[config.mk]
export PLATFORM = sky130hd
export DESIGN_NAME = keypad_scan_with_auto_repeat
export DESIGN_NICKNAME = d
export VERILOG_FILES = /design/src/rtl/kpsr_pkg.sv /design/src/rtl/kpsr_core.sv /design/src/rtl/keypad_scan_with_auto_repeat.sv
export SDC_FILE = /design/constraint.sdc
export NUM_CORES = 1
export LEC_CHECK = 0
export BUFFER_PORTS_ARGS = -buffer_cell sky130_fd_sc_hd__buf_2
export CAP_MARGIN = 20
export CORE_MARGIN = 8
export CORE_UTILIZATION = 30
export DETAILED_ROUTE_END_ITERATION = 16
export GPL_TIMING_DRIVEN = 0
export HOLD_SLACK_MARGIN = 0.08
export SYNTH_ARGS = -nofsm -noshare
export SYNTH_HDL_FRONTEND = slang
export SYNTH_SLANG_ARGS = --single-unit
[constraint.sdc]
create_clock -name clk -period 5.7 [get_ports clk]
set_clock_uncertainty 0.2 [all_clocks]
set_input_delay 0.285 -clock clk [delete_from_list [all_inputs] [get_ports clk]]
set_output_delay 0.285 -clock clk [all_outputs]
set_load 0.01 [all_outputs]
[src/rtl/kpsr_pkg.sv]
// Shared types, constants and the key decode function for the keypad scan block.
// Used by kpsr_core and keypad_scan_with_auto_repeat; depends on nothing.

`default_nettype none

package kpsr_pkg;

    localparam int unsigned KEY_W       = 14;
    localparam int unsigned LINES_W     = 10;
    localparam int unsigned EXTRA_W     = 16;
    localparam int unsigned CNT_W       = 8;
    localparam int unsigned CFG_INDEX_W = 2;

    // Keys that exist after decode: bit 12 is never a key.
    localparam logic [KEY_W-1:0] KEY_MASK = 14'h2FFF;

    localparam int unsigned LID_BIT   = 15;
    localparam int unsigned RIGHT_BIT = 4;
    localparam int unsigned LEFT_BIT  = 5;
    localparam int unsigned UP_BIT    = 6;
    localparam int unsigned DOWN_BIT  = 7;

    localparam logic [CNT_W-1:0] RATE_RESET  = 8'd8;
    localparam logic [CNT_W-1:0] DELAY_RESET = 8'd15;

    // Configuration register indexes
    localparam logic [CFG_INDEX_W-1:0] CFG_REPEAT_RATE  = 2'd0;
    localparam logic [CFG_INDEX_W-1:0] CFG_REPEAT_DELAY = 2'd1;

    typedef struct packed {
        logic [LINES_W-1:0] key_lines;
        logic [EXTRA_W-1:0] extra_lines;
        logic               frame_parity;
    } frame_t;

    typedef struct packed {
        logic [KEY_W-1:0] held_now;
        logic [KEY_W-1:0] pressed_now;
        logic [KEY_W-1:0] repeat_now;
        logic [KEY_W-1:0] held_latched;
        logic [KEY_W-1:0] pressed_latched;
        logic [KEY_W-1:0] repeat_latched;
    } result_t;

    // Invert the active-low lines, mask, then let up beat down and left beat right.
    function automatic logic [KEY_W-1:0] key_decode(
        input logic [LINES_W-1:0] lines,
        input logic [EXTRA_W-1:0] extra
    );
        logic [KEY_W-1:0] raw;
        logic [KEY_W-1:0] keys;
        raw  = {{(KEY_W-LINES_W){1'b0}}, lines} | extra[KEY_W-1:0];
        keys = ~raw & KEY_MASK;
        keys[DOWN_BIT]  = keys[DOWN_BIT] & ~keys[UP_BIT];
        keys[RIGHT_BIT] = keys[RIGHT_BIT] & ~keys[LEFT_BIT];
        return keys;
    endfunction

endpackage

`default_nettype wire

[src/rtl/kpsr_core.sv]
// Frame processing for the keypad scan: edge detect, auto-repeat countdown and
// two-frame accumulators with their hold registers. Depends on kpsr_pkg.

`default_nettype none

module kpsr_core
(
    input  wire logic                         clk,
    input  wire logic                         rst_n,
    input  wire logic                         step,
    input  wire kpsr_pkg::frame_t             frame,
    input  wire logic [kpsr_pkg::CNT_W-1:0]   repeat_rate,
    input  wire logic [kpsr_pkg::CNT_W-1:0]   repeat_delay,
    output kpsr_pkg::result_t                 result
);

    logic [kpsr_pkg::KEY_W-1:0] prev_keys_reg,   prev_keys_next;
    logic [kpsr_pkg::CNT_W-1:0] countdown_reg,   countdown_next;
    logic [kpsr_pkg::KEY_W-1:0] held_acc_reg,    held_acc_next;
    logic [kpsr_pkg::KEY_W-1:0] pressed_acc_reg, pressed_acc_next;
    logic [kpsr_pkg::KEY_W-1:0] repeat_acc_reg,  repeat_acc_next;
    logic [kpsr_pkg::KEY_W-1:0] held_hold_reg,   held_hold_next;
    logic [kpsr_pkg::KEY_W-1:0] pressed_hold_reg, pressed_hold_next;
    logic [kpsr_pkg::KEY_W-1:0] repeat_hold_reg, repeat_hold_next;

    logic [kpsr_pkg::KEY_W-1:0] keys;
    logic [kpsr_pkg::KEY_W-1:0] pressed;
    logic [kpsr_pkg::KEY_W-1:0] repeats;
    logic [kpsr_pkg::CNT_W-1:0] count_dec;
    logic [kpsr_pkg::KEY_W-1:0] held_or;
    logic [kpsr_pkg::KEY_W-1:0] pressed_or;
    logic [kpsr_pkg::KEY_W-1:0] repeat_or;
    logic                       lid_closed;

    always_comb
    begin
        lid_closed = frame.extra_lines[kpsr_pkg::LID_BIT];
        keys       = kpsr_pkg::key_decode(frame.key_lines, frame.extra_lines);
        pressed    = keys & ~prev_keys_reg;
        repeats    = pressed;
        count_dec  = countdown_reg - 8'd1;

        prev_keys_next    = prev_keys_reg;
        countdown_next    = countdown_reg;
        held_acc_next     = held_acc_reg;
        pressed_acc_next  = pressed_acc_reg;
        repeat_acc_next   = repeat_acc_reg;
        held_hold_next    = held_hold_reg;
        pressed_hold_next = pressed_hold_reg;
        repeat_hold_next  = repeat_hold_reg;

        // Unchanged non-empty combination counts down; expiry repeats every held key
        if ((keys != '0) && (keys == prev_keys_reg))
        begin
            if (count_dec == '0)
            begin
                repeats = keys;
                countdown_next = repeat_rate;
            end
            else
            begin
                countdown_next = count_dec;
            end
        end
        else
        begin
            countdown_next = repeat_delay;
        end

        held_or    = held_acc_reg | keys;
        pressed_or = pressed_acc_reg | pressed;
        repeat_or  = repeat_acc_reg | repeats;

        if (lid_closed)
        begin
            // Lid closed: drop the holds, keep everything else
            countdown_next    = countdown_reg;
            held_hold_next    = '0;
            pressed_hold_next = '0;
            repeat_hold_next  = '0;
        end
        else
        begin
            prev_keys_next = keys;
            if (!frame.frame_parity)
            begin
                held_hold_next    = held_or;
                pressed_hold_next = pressed_or;
                repeat_hold_next  = repeat_or;
                held_acc_next     = '0;
                pressed_acc_next  = '0;
                repeat_acc_next   = '0;
            end
            else
            begin
                held_acc_next    = held_or;
                pressed_acc_next = pressed_or;
                repeat_acc_next  = repeat_or;
            end
        end

        if (lid_closed)
        begin
            result = '0;
        end
        else
        begin
            result.held_now        = keys;
            result.pressed_now     = pressed;
            result.repeat_now      = repeats;
            result.held_latched    = held_hold_next;
            result.pressed_latched = pressed_hold_next;
            result.repeat_latched  = repeat_hold_next;
        end
    end

    always_ff @(posedge clk or negedge rst_n)
    begin
        if (!rst_n)
        begin
            prev_keys_reg    <= '0;
            countdown_reg    <= '0;
            held_acc_reg     <= '0;
            pressed_acc_reg  <= '0;
            repeat_acc_reg   <= '0;
            held_hold_reg    <= '0;
            pressed_hold_reg <= '0;
            repeat_hold_reg  <= '0;
        end
        else if (step)
        begin
            prev_keys_reg    <= prev_keys_next;
            countdown_reg    <= countdown_next;
            held_acc_reg     <= held_acc_next;
            pressed_acc_reg  <= pressed_acc_next;
            repeat_acc_reg   <= repeat_acc_next;
            held_hold_reg    <= held_hold_next;
            pressed_hold_reg <= pressed_hold_next;
            repeat_hold_reg  <= repeat_hold_next;
        end
    end

endmodule

`default_nettype wire

[src/rtl/keypad_scan_with_auto_repeat.sv]
// Top level of the keypad scan block with edge detection and auto repeat.
// Depends on kpsr_pkg and kpsr_core.
//
// Use:
//   Input channel (in_valid/in_ready): one transaction is one scan frame,
//   carrying key_lines, extra_lines and frame_parity.
//   Output channel (out_valid/out_ready): one transaction per frame, carrying
//   the three per-frame key sets and the three latched sets.
//   Configuration channel (cfg_valid/cfg_ready, cfg_index, cfg_data): index 0
//   is the repeat rate, index 1 the repeat delay; other indexes are ignored.
//   cfg_ready is always high. Write only while the block is idle.
// Timing:
//   A frame is captured in an input register, processed by one level of
//   shallow logic and captured in the result register, which drives out_valid
//   and the result outputs. One frame is accepted every cycle while the
//   output side keeps up; the rate is set by the single result register stage.
// Reset:
//   rst_n clears both pipeline valid flags, all key state, accumulators and
//   hold registers, and loads rate 8 and delay 15.
// Stall:
//   While out_ready is low the result holds; one further frame may wait in
//   the input register, after which in_ready drops until the result is taken.

`default_nettype none

module keypad_scan_with_auto_repeat
(
    input  wire logic                               clk,
    input  wire logic                               rst_n,

    input  wire logic                               in_valid,
    output logic                                    in_ready,
    input  wire logic [kpsr_pkg::LINES_W-1:0]       key_lines,
    input  wire logic [kpsr_pkg::EXTRA_W-1:0]       extra_lines,
    input  wire logic                               frame_parity,

    output logic                                    out_valid,
    input  wire logic                               out_ready,
    output logic [kpsr_pkg::KEY_W-1:0]              held_now,
    output logic [kpsr_pkg::KEY_W-1:0]              pressed_now,
    output logic [kpsr_pkg::KEY_W-1:0]              repeat_now,
    output logic [kpsr_pkg::KEY_W-1:0]              held_latched,
    output logic [kpsr_pkg::KEY_W-1:0]              pressed_latched,
    output logic [kpsr_pkg::KEY_W-1:0]              repeat_latched,

    input  wire logic                               cfg_valid,
    output logic                                    cfg_ready,
    input  wire logic [kpsr_pkg::CFG_INDEX_W-1:0]   cfg_index,
    input  wire logic [kpsr_pkg::CNT_W-1:0]         cfg_data
);

    // Configuration registers
    logic [kpsr_pkg::CNT_W-1:0] rate_reg,  rate_next;
    logic [kpsr_pkg::CNT_W-1:0] delay_reg, delay_next;

    // Input register stage
    logic                       s1_valid_reg, s1_valid_next;
    kpsr_pkg::frame_t           s1_frame_reg;

    // Result register stage
    logic                       out_valid_reg, out_valid_next;
    kpsr_pkg::result_t          out_result_reg;
    kpsr_pkg::result_t          core_result;

    logic                       advance;
    logic                       step;
    logic                       in_accept;

    assign cfg_ready = 1'b1;

    always_comb
    begin
        rate_next  = rate_reg;
        delay_next = delay_reg;
        if (cfg_valid)
        begin
            case (cfg_index)
                kpsr_pkg::CFG_REPEAT_RATE:  rate_next  = cfg_data;
                kpsr_pkg::CFG_REPEAT_DELAY: delay_next = cfg_data;
                default:                    ; // unknown index: ignore the write
            endcase
        end
    end

    // Advance the whole pipe whenever the result register is free or being taken
    assign advance   = !out_valid_reg || out_ready;
    assign in_ready  = !s1_valid_reg || advance;
    assign in_accept = in_valid && in_ready;
    assign step      = s1_valid_reg && advance;

    always_comb
    begin
        s1_valid_next  = s1_valid_reg;
        out_valid_next = out_valid_reg;
        if (advance)
        begin
            out_valid_next = s1_valid_reg;
        end
        if (in_ready)
        begin
            s1_valid_next = in_valid;
        end
    end

    kpsr_core u_core
    (
        .clk          (clk),
        .rst_n        (rst_n),
        .step         (step),
        .frame        (s1_frame_reg),
        .repeat_rate  (rate_reg),
        .repeat_delay (delay_reg),
        .result       (core_result)
    );

    always_ff @(posedge clk or negedge rst_n)
    begin
        if (!rst_n)
        begin
            rate_reg      <= kpsr_pkg::RATE_RESET;
            delay_reg     <= kpsr_pkg::DELAY_RESET;
            s1_valid_reg  <= 1'b0;
            out_valid_reg <= 1'b0;
        end
        else
        begin
            rate_reg      <= rate_next;
            delay_reg     <= delay_next;
            s1_valid_reg  <= s1_valid_next;
            out_valid_reg <= out_valid_next;
        end
    end

    // Payload registers: no reset, qualified by their valid flags
    always_ff @(posedge clk)
    begin
        if (in_accept)
        begin
            s1_frame_reg.key_lines    <= key_lines;
            s1_frame_reg.extra_lines  <= extra_lines;
            s1_frame_reg.frame_parity <= frame_parity;
        end
        if (step)
        begin
            out_result_reg <= core_result;
        end
    end

    assign out_valid       = out_valid_reg;
    assign held_now        = out_result_reg.held_now;
    assign pressed_now     = out_result_reg.pressed_now;
    assign repeat_now      = out_result_reg.repeat_now;
    assign held_latched    = out_result_reg.held_latched;
    assign pressed_latched = out_result_reg.pressed_latched;
    assign repeat_latched  = out_result_reg.repeat_latched;

    // New presses and repeats are always a subset of the held set
    a_subset_now: assert property (@(posedge clk) disable iff (!rst_n)
        out_valid |-> (((pressed_now | repeat_now) & ~held_now) == '0))
        else $error("pressed or repeat key not held");

    // Direction suppression and the unused key position
    a_suppress: assert property (@(posedge clk) disable iff (!rst_n)
        out_valid |-> (!(held_now[kpsr_pkg::UP_BIT] && held_now[kpsr_pkg::DOWN_BIT])
                       && !(held_now[kpsr_pkg::LEFT_BIT] && held_now[kpsr_pkg::RIGHT_BIT])
                       && !held_now[12]))
        else $error("suppressed or masked key reported as held");

    // Latched presses can only come from keys latched as held
    a_subset_latched: assert property (@(posedge clk) disable iff (!rst_n)
        out_valid |-> ((pressed_latched & ~held_latched) == '0))
        else $error("latched press without latched hold");

    // A waiting frame must move on when the result stage advances
    a_pipe_move: assert property (@(posedge clk) disable iff (!rst_n)
        (s1_valid_reg && advance && !in_valid) |=> (out_valid_reg && !s1_valid_reg))
        else $error("input stage failed to advance");

endmodule

`default_nettype wire

======== Word level (Yosys, flattened, before mapping) ========
Cells that the tools add are included.
storage, ports and cells
  bits in registers ....................... 234
  input bits .............................. 42
  output and inout port bits .............. 87
  logic and storage cells ................. 63
operators by class
  multiplexer cells ....................... 13
  bitwise logic cells ..................... 12
  reduce and logical (&&, ||, !) cells .... 13
  $add $sub $neg .......................... 1
  eq/ne operators ......................... 2
operators by type and width
  cell                   count
  $mux W14               11
  $or A14 B14 Y14        3
  $not A14 Y14           2
  $mux W8                2
  $and A14 B14 Y14       1
  $or A10 B14 Y14        1
  $reduce_bool A14 Y1    1
  $eq A13 B13 Y1         1
  $logic_not A8 Y1       1
  $sub A8 B1 Y8 const B  1
  $reduce_and A2 Y1      3
  $logic_and A1 B1 Y1    3
  $not A1 Y1             3
  $and A1 B1 Y1          2
  $eq A2 B1 Y1 const B   1
  $logic_not A1 Y1       2
  $logic_not A2 Y1       1
  $logic_or A1 B1 Y1     2

======== Depth between registers and ports, before layout ========
  depth after elaboration ................. 10
  depth in mapped cells ................... 12
  mapped depth without buffers ............ 10

======== Hierarchy ========
A second synthesis with hierarchy kept.
second synthesis, totals
  cell total of the unflattened synthesis .. 824
  area total of the unflattened synthesis .. 9,596.7 µm²
by module, submodules not included
  module                        area an instance (µm²)  instances  seq. area each (µm²)  cells each
  kpsr_core                     5,546.6                 1          2,552.4               669
  keypad_scan_with_auto_repeat  4,050.1                 1          3,789.9               155

======== Worst setup path after synthesis ========
Ideal clock, no wire load.
  path kind ............................... reg2reg
  start ................................... register out_valid_reg (netlist: out_valid)
  end ..................................... register u_core.held_hold_reg[0] in the netlist's numbering
  buffers on the path ..................... 1
  cell stages (with the launch flop) ...... 6
  data arrival time ....................... 3.736 ns
  period minus slack after synthesis ...... 4.068 ns
  data required time ...................... 5.368 ns
  library setup time ...................... 0.132 ns
  path slack .............................. 1.632 ns
  cells stage by stage .................... dfrtp_1 > nand2b_1 > nand2_1 > inv_2 > buf_1 > mux2_2
on the way
  cells in the longest elaborated chain, start to end .. 3
RTL lines
  what                      line                                 RTL
  start: declaration        keypad_scan_with_auto_repeat.sv:61   logic out_valid_reg, out_valid_next;
  start signal: assignment  keypad_scan_with_auto_repeat.sv:130  out_valid_reg <= out_valid_next;
  $logic_not A1 Y1          keypad_scan_with_auto_repeat.sv:86   assign advance = !out_valid_reg || out_ready;
  $logic_or A1 B1 Y1        keypad_scan_with_auto_repeat.sv:86
  $logic_and A1 B1 Y1       keypad_scan_with_auto_repeat.sv:89   assign step = s1_valid_reg && advance;
  via step                  keypad_scan_with_auto_repeat.sv:66   logic step;
  end signal: assignment    kpsr_core.sv:137                     held_hold_reg <= held_hold_next;
  end: declaration          kpsr_core.sv:22                      logic [kpsr_pkg::KEY_W-1:0] held_hold_reg, held_hold_next;
The timed path passes the listed nets, and every way through them passes these cells.
A chain may end at the register's enable or synchronous reset.

======== Final worst setup path ========
  start ................................... register s1_frame_reg[6] in the netlist's numbering
  end ..................................... register out_result_reg, in the netlist repeat_latched[5], data pin
on the way
  cells in the longest elaborated chain, start to end .. 10
  elaborated cells on any way between the ends .. 13
  those cells by class .................... eq/ne: 1; mux: 4; bitwise: 6; reduce/logical: 2
RTL lines
  what                                                          line                                 RTL
  start: declaration                                            keypad_scan_with_auto_repeat.sv:58   kpsr_pkg::frame_t s1_frame_reg;
  $or A10 B14 Y14 (*)                                           kpsr_pkg.sv:52                       raw = {{(KEY_W-LINES_W){1'b0}}, lines} | extra[KEY_W-1:0];
  $not A14 Y14 (*)                                              kpsr_pkg.sv:53                       keys = ~raw & KEY_MASK;
  $not A1 Y1 (*)                                                kpsr_pkg.sv:55                       keys[RIGHT_BIT] = keys[RIGHT_BIT] & ~keys[LEFT_BIT];
  $and A1 B1 Y1 (*)                                             kpsr_pkg.sv:55
  via u_core.keys, one bit                                      kpsr_core.sv:26                      logic [kpsr_pkg::KEY_W-1:0] keys;
  $eq A13 B13 Y1 / $reduce_bool A14 Y1 (equally long branches)  kpsr_core.sv:53                      if ((keys != '0) && (keys == prev_keys_reg))
  $logic_and A1 B1 Y1 (*)                                       kpsr_core.sv:53
  $mux W14 (*)                                                  kpsr_core.sv:53
  $or A14 B14 Y14 (*)                                           kpsr_core.sv:72                      repeat_or = repeat_acc_reg | repeats;
  $mux W14 (*)                                                  kpsr_core.sv:85                      if (!frame.frame_parity)
  $mux W14 (*)                                                  kpsr_core.sv:74                      if (lid_closed)
  end signal: assignment                                        keypad_scan_with_auto_repeat.sv:145  out_result_reg <= core_result;
  end: declaration                                              keypad_scan_with_auto_repeat.sv:62   kpsr_pkg::result_t out_result_reg;
Mark *: on every way through the listed nets, which the timed path passes. The rest lies on a longest branch.

==> impl_summary.md <==
Placement
The detailed placer's ending HPWL is 19.0 mm. The worst-case setup slack after placement is 1.78 ns. The number of placed instances with taps included is 1349. The routability-driven placement congestion ratio is 0.860. The total cell area at the placement stage is 10800 um2. Input and output buffers added on the ports amount to roughly 120.

Outcome
The flow ran to the end, and the final reports show no timing, DRC or antenna violations.

Worst setup path
The kind of cell with the highest combined delay along the critical path is simple AND/OR/NAND/NOR gates. The worst setup path is captured at a register. Of all nets on the critical path, the largest fanout is 10. For this design, the slowest cell found on the critical path is nor4_1. Data on the critical path is required at its endpoint by 5.75 ns. The critical path start-end classification is register to register. The worst-case register-to-register setup slack is between 1.5 and 2 ns. The endpoint identified for the worst register-to-register timing path is repeat_latched[5]$_SDFFCE_PP0P_. The critical path goes through or2_2 -> nand2_1 -> inv_1 -> ha_1 -> nand4_1 -> nor4_1 -> o31a_1 -> nand3_2 -> buf_6 -> a211oi_1 -> a21oi_1. The reg-to-reg startpoint is s1_frame_reg[6]$_DFFE_PP_. Counting cells, the worst reg-to-reg path comes to 11. The worst setup path is launched from a register. Counting both buffers and inverters, the worst setup path holds a total of 2. In this design, the stage delay of the slowest critical-path cell is roughly 0.58 ns. The data arrival time of the critical path is between 3 and 4 ns.

STA
The smallest clock period supported by the final layout is computed as 3.93 ns. Dividing the final minimum period by the clock period gives 69.0%. The number of hold violations in the final report is 0. The final hold slack is slightly below 0.09 ns. The final worst setup slack is between 1.5 and 2 ns. The worst pin sits at a relative slew slack of between 30% and 40%. The setup total negative slack is 0 ns. Based on the critical path, the design can be clocked at up to 0.254 GHz. Setup repair after global routing left no endpoint under its margin. For the pin with the worst max-slew slack, the measured transition is between 0.8 and 0.9 ns. The number of max-slew violations in the final report is 0. The setup violation total in the final timing report is 0.

Route
The overall via count from detail_route is 6997. The detail-routed via count per cell is 4.87. For this block, the routed nets add up to between 20 and 30 mm of wire. Dividing the detail-routed wire length by the instance count gives 18.5 um. Before antenna repair, the detailed router went through 7 iterations. The detailed router finished its first iteration with 417 violations. After detailed routing, the number of remaining DRC violations is 0. The count of nets left with antenna violations after detail routing is 0.

CTS
Once the clock tree was built, the setup fixing pass inserted 0 buffers. TritonCTS built the clock tree. Clock tree synthesis inserted a total of 26 buffers.

The number of clock sinks is 226. In this run the clock root is driven by a clkbuf_16. In this run, post-CTS hold repair placed 39 buffers. The later pin in the worst-skew pair is clocked with a latency of roughly 0.53 ns.

The number of resized instances in the post-cts repair step is 0. The clock-pin slew on the worst setup and hold paths is 0.06 ns. In this run the number of H-tree levels came out at 1. The clock passes through at most 3 buffers.

Finish
The number of flip-flops under the largest register name is 25. The number of nets at the end of the flow is 1072. Compared with the post-synthesis result, the final layout area differs by 25.8%. The number of antenna cells inserted is 0. The final design area excluding fillers is 12000 um2. The finished layout holds 1437 standard cells, fillers aside. The fraction of layout cells with a size suffix above 1 is 22.9%. Fill cells in the final layout number a little over 3000.

Yosys
The commonest cells after synthesis are 115 x dfrtp_1, 110 x nor2_1, 106 x edfxtp_1, 71 x a21oi_1, 69 x nand2_1. Counting flops with a built-in enable in the synthesized netlist gives between 100 and 150. The mean post-synth cell area is 11.7 um2. The number of distinct library cells after synthesis is 58. For this run, the number of Yosys warnings is 0. The post-synthesis sequential area ratio is 64.8%. The number of synthesized register bits is between 200 and 250. Summing every instance area after synthesis gives ~9600 um2. The dominant cell by count in the synthesized netlist is dfrtp_1. The proportion of netlist area held by the largest area contributor is 33.3%. By area the synthesized netlist is led by edfxtp_1 33%, dfrtp_1 30%, nor2_1 4.3%.

edfxtp_1 takes more of the synthesized area than any other cell. Synthesis handed over a netlist of 819 instances. The async set-or-reset flop fraction in the synthesized netlist is between 50 and 60%. For this run, the leading register cell type out of synthesis is dfrtp_1.

Floorplan
The total core area is 31500 um2. In this run the core area contains 65 standard-cell rows. The die area is 37800 um2.

The die is 194 um tall. 129 I/O pins were placed. The x dimension of the die is 194 um. The initial core utilization is 30.4%.

Global route
The first global-routing pass estimated roughly 41 mm of wire. The maximum number of pins on one net before global-route repair is 74. Summed over all layers, the global routing overflow is 0. Across every metal layer, demand over resource in global routing totals approximately 14%. The via count of the first global-routing pass is between 6000 and 7000. The number of antenna violations at the first check in global routing is 1.

Power
The worst-case IR drop observed on VDD is 0.000253 V. The ratio of total power to cell area is 365 nW/um2. The reported leakage power is between 0.005 and 0.006 uW.

Job
Max-cap violations in this run came to 0.

Hold path
The path class of the tightest hold or removal check is input port to async pin.
-- placed cells by master (no fill, tap or decap), drive strengths merged, types with 2 or more instances in the layout --
| cell type | instances |
|---|---|
| and3 | 2 |
| o31a | 4 |
| or2 | 8 |
| clkbuf | 76 |
| a41o | 6 |
| mux2i | 4 |
| nand3 | 11 |
| and2 | 7 |
| a21oi | 73 |
| nand2b | 3 |
| nand3b | 2 |
| dfrtp | 115 |
| or4 | 6 |
| nor2 | 110 |
| buf | 140 |
| nor4 | 10 |
| ha | 15 |
| inv | 29 |
| mux2 | 31 |
| dlygate4sd3 | 39 |
| nor3 | 31 |
| conb | 4 |
| nor2b | 13 |
| clkinv | 5 |
| nor3b | 4 |
| o31ai | 4 |
| or3 | 2 |
| nand4 | 9 |
| nand2 | 69 |
| o21bai | 11 |
| o21ai | 61 |
| a211oi | 4 |
| edfxtp | 106 |
| dfstp | 5 |
| a221oi | 6 |
-- per-layer routing --
layer | wire length (um) | vias up | share of wire (%) | global-route usage (%)
li1 | - | 3317 | - | -
met1 | 11700 | 3391 | 44 | 18.1
met2 | 12700 | 232 | 48 | 22.8
met3 | 1570 | 55 | 5.9 | 2.76
met4 | 724 | 2 | 2.7 | 3.99
met5 | 16 | - | 0.060 | 0
-- how the worst max path moves through the flow --
stage | end | depth (start not counted) | start
floorplan | u_core.held_hold_reg[0]$_DFFE_PN0P_ | 5 | out_valid$_DFFE_PN0P_
global placement | u_core.held_hold_reg[4]$_DFFE_PN0P_ | 6 | out_ready
detailed placement | repeat_latched[5]$_SDFFCE_PP0P_ | 11 | s1_frame_reg[6]$_DFFE_PP_
CTS | repeat_latched[5]$_SDFFCE_PP0P_ | 11 | s1_frame_reg[6]$_DFFE_PP_
global route | repeat_latched[5]$_SDFFCE_PP0P_ | 11 | s1_frame_reg[7]$_DFFE_PP_
finish | repeat_latched[5]$_SDFFCE_PP0P_ | 11 | s1_frame_reg[6]$_DFFE_PP_
-- through the flow --
step	total power, uW	util (%)
6_report	4390	38.2
5_1_grt	4600	38.2
4_1_cts	4440	38.1
3_5_place_dp	2770	34.2
3_3_place_gp	2750	33.9
2_1_floorplan	2510	-
-- kinds of logic (layout without fill, tap and decap cells) --
kind of cell | after synthesis | in the layout | share of synthesized area (%)
AOI/OAI and AO/OA | 174 | 174 | 11.2
xor gates and xnor gates | 2 | 2 | 0.183
adders and majority gates | 15 | 15 | 1.96
buffers and inverters | 76 | 290 | 3.38
DFF | 226 | 226 | 64.8
muxes | 35 | 35 | 4.07
other | 2 | 4 | 0.0786
and+or+nand+nor | 289 | 289 | 14.4
-- power breakdown --
group	leakage (uW)	switching, uW	internal (uW)	total, uW
clock network	0.000418	640	991	1630
logic	0.00204	421	275	696
registers	0.00258	115	1950	2070
total	0.00504	1180	3220	4390
-- area by class of cell --
| class | instances | area, um2 | share of cell area (%) |
|---|---|---|---|
| Sequential cell | 226 | 6190 | 51.5 |
| Multi-Input combinational cell | 519 | 3050 | 25.3 |
| Timing Repair Buffer | 166 | 1110 | 9.21 |
| Clock buffer | 42 | 792 | 6.59 |
| Tap cell | 402 | 503 | 4.18 |
| Buffer | 47 | 215 | 1.79 |
| Inverter | 29 | 109 | 0.906 |
| Clock inverter | 6 | 55.1 | 0.458 |
Power figures use the tool's default switching activity.
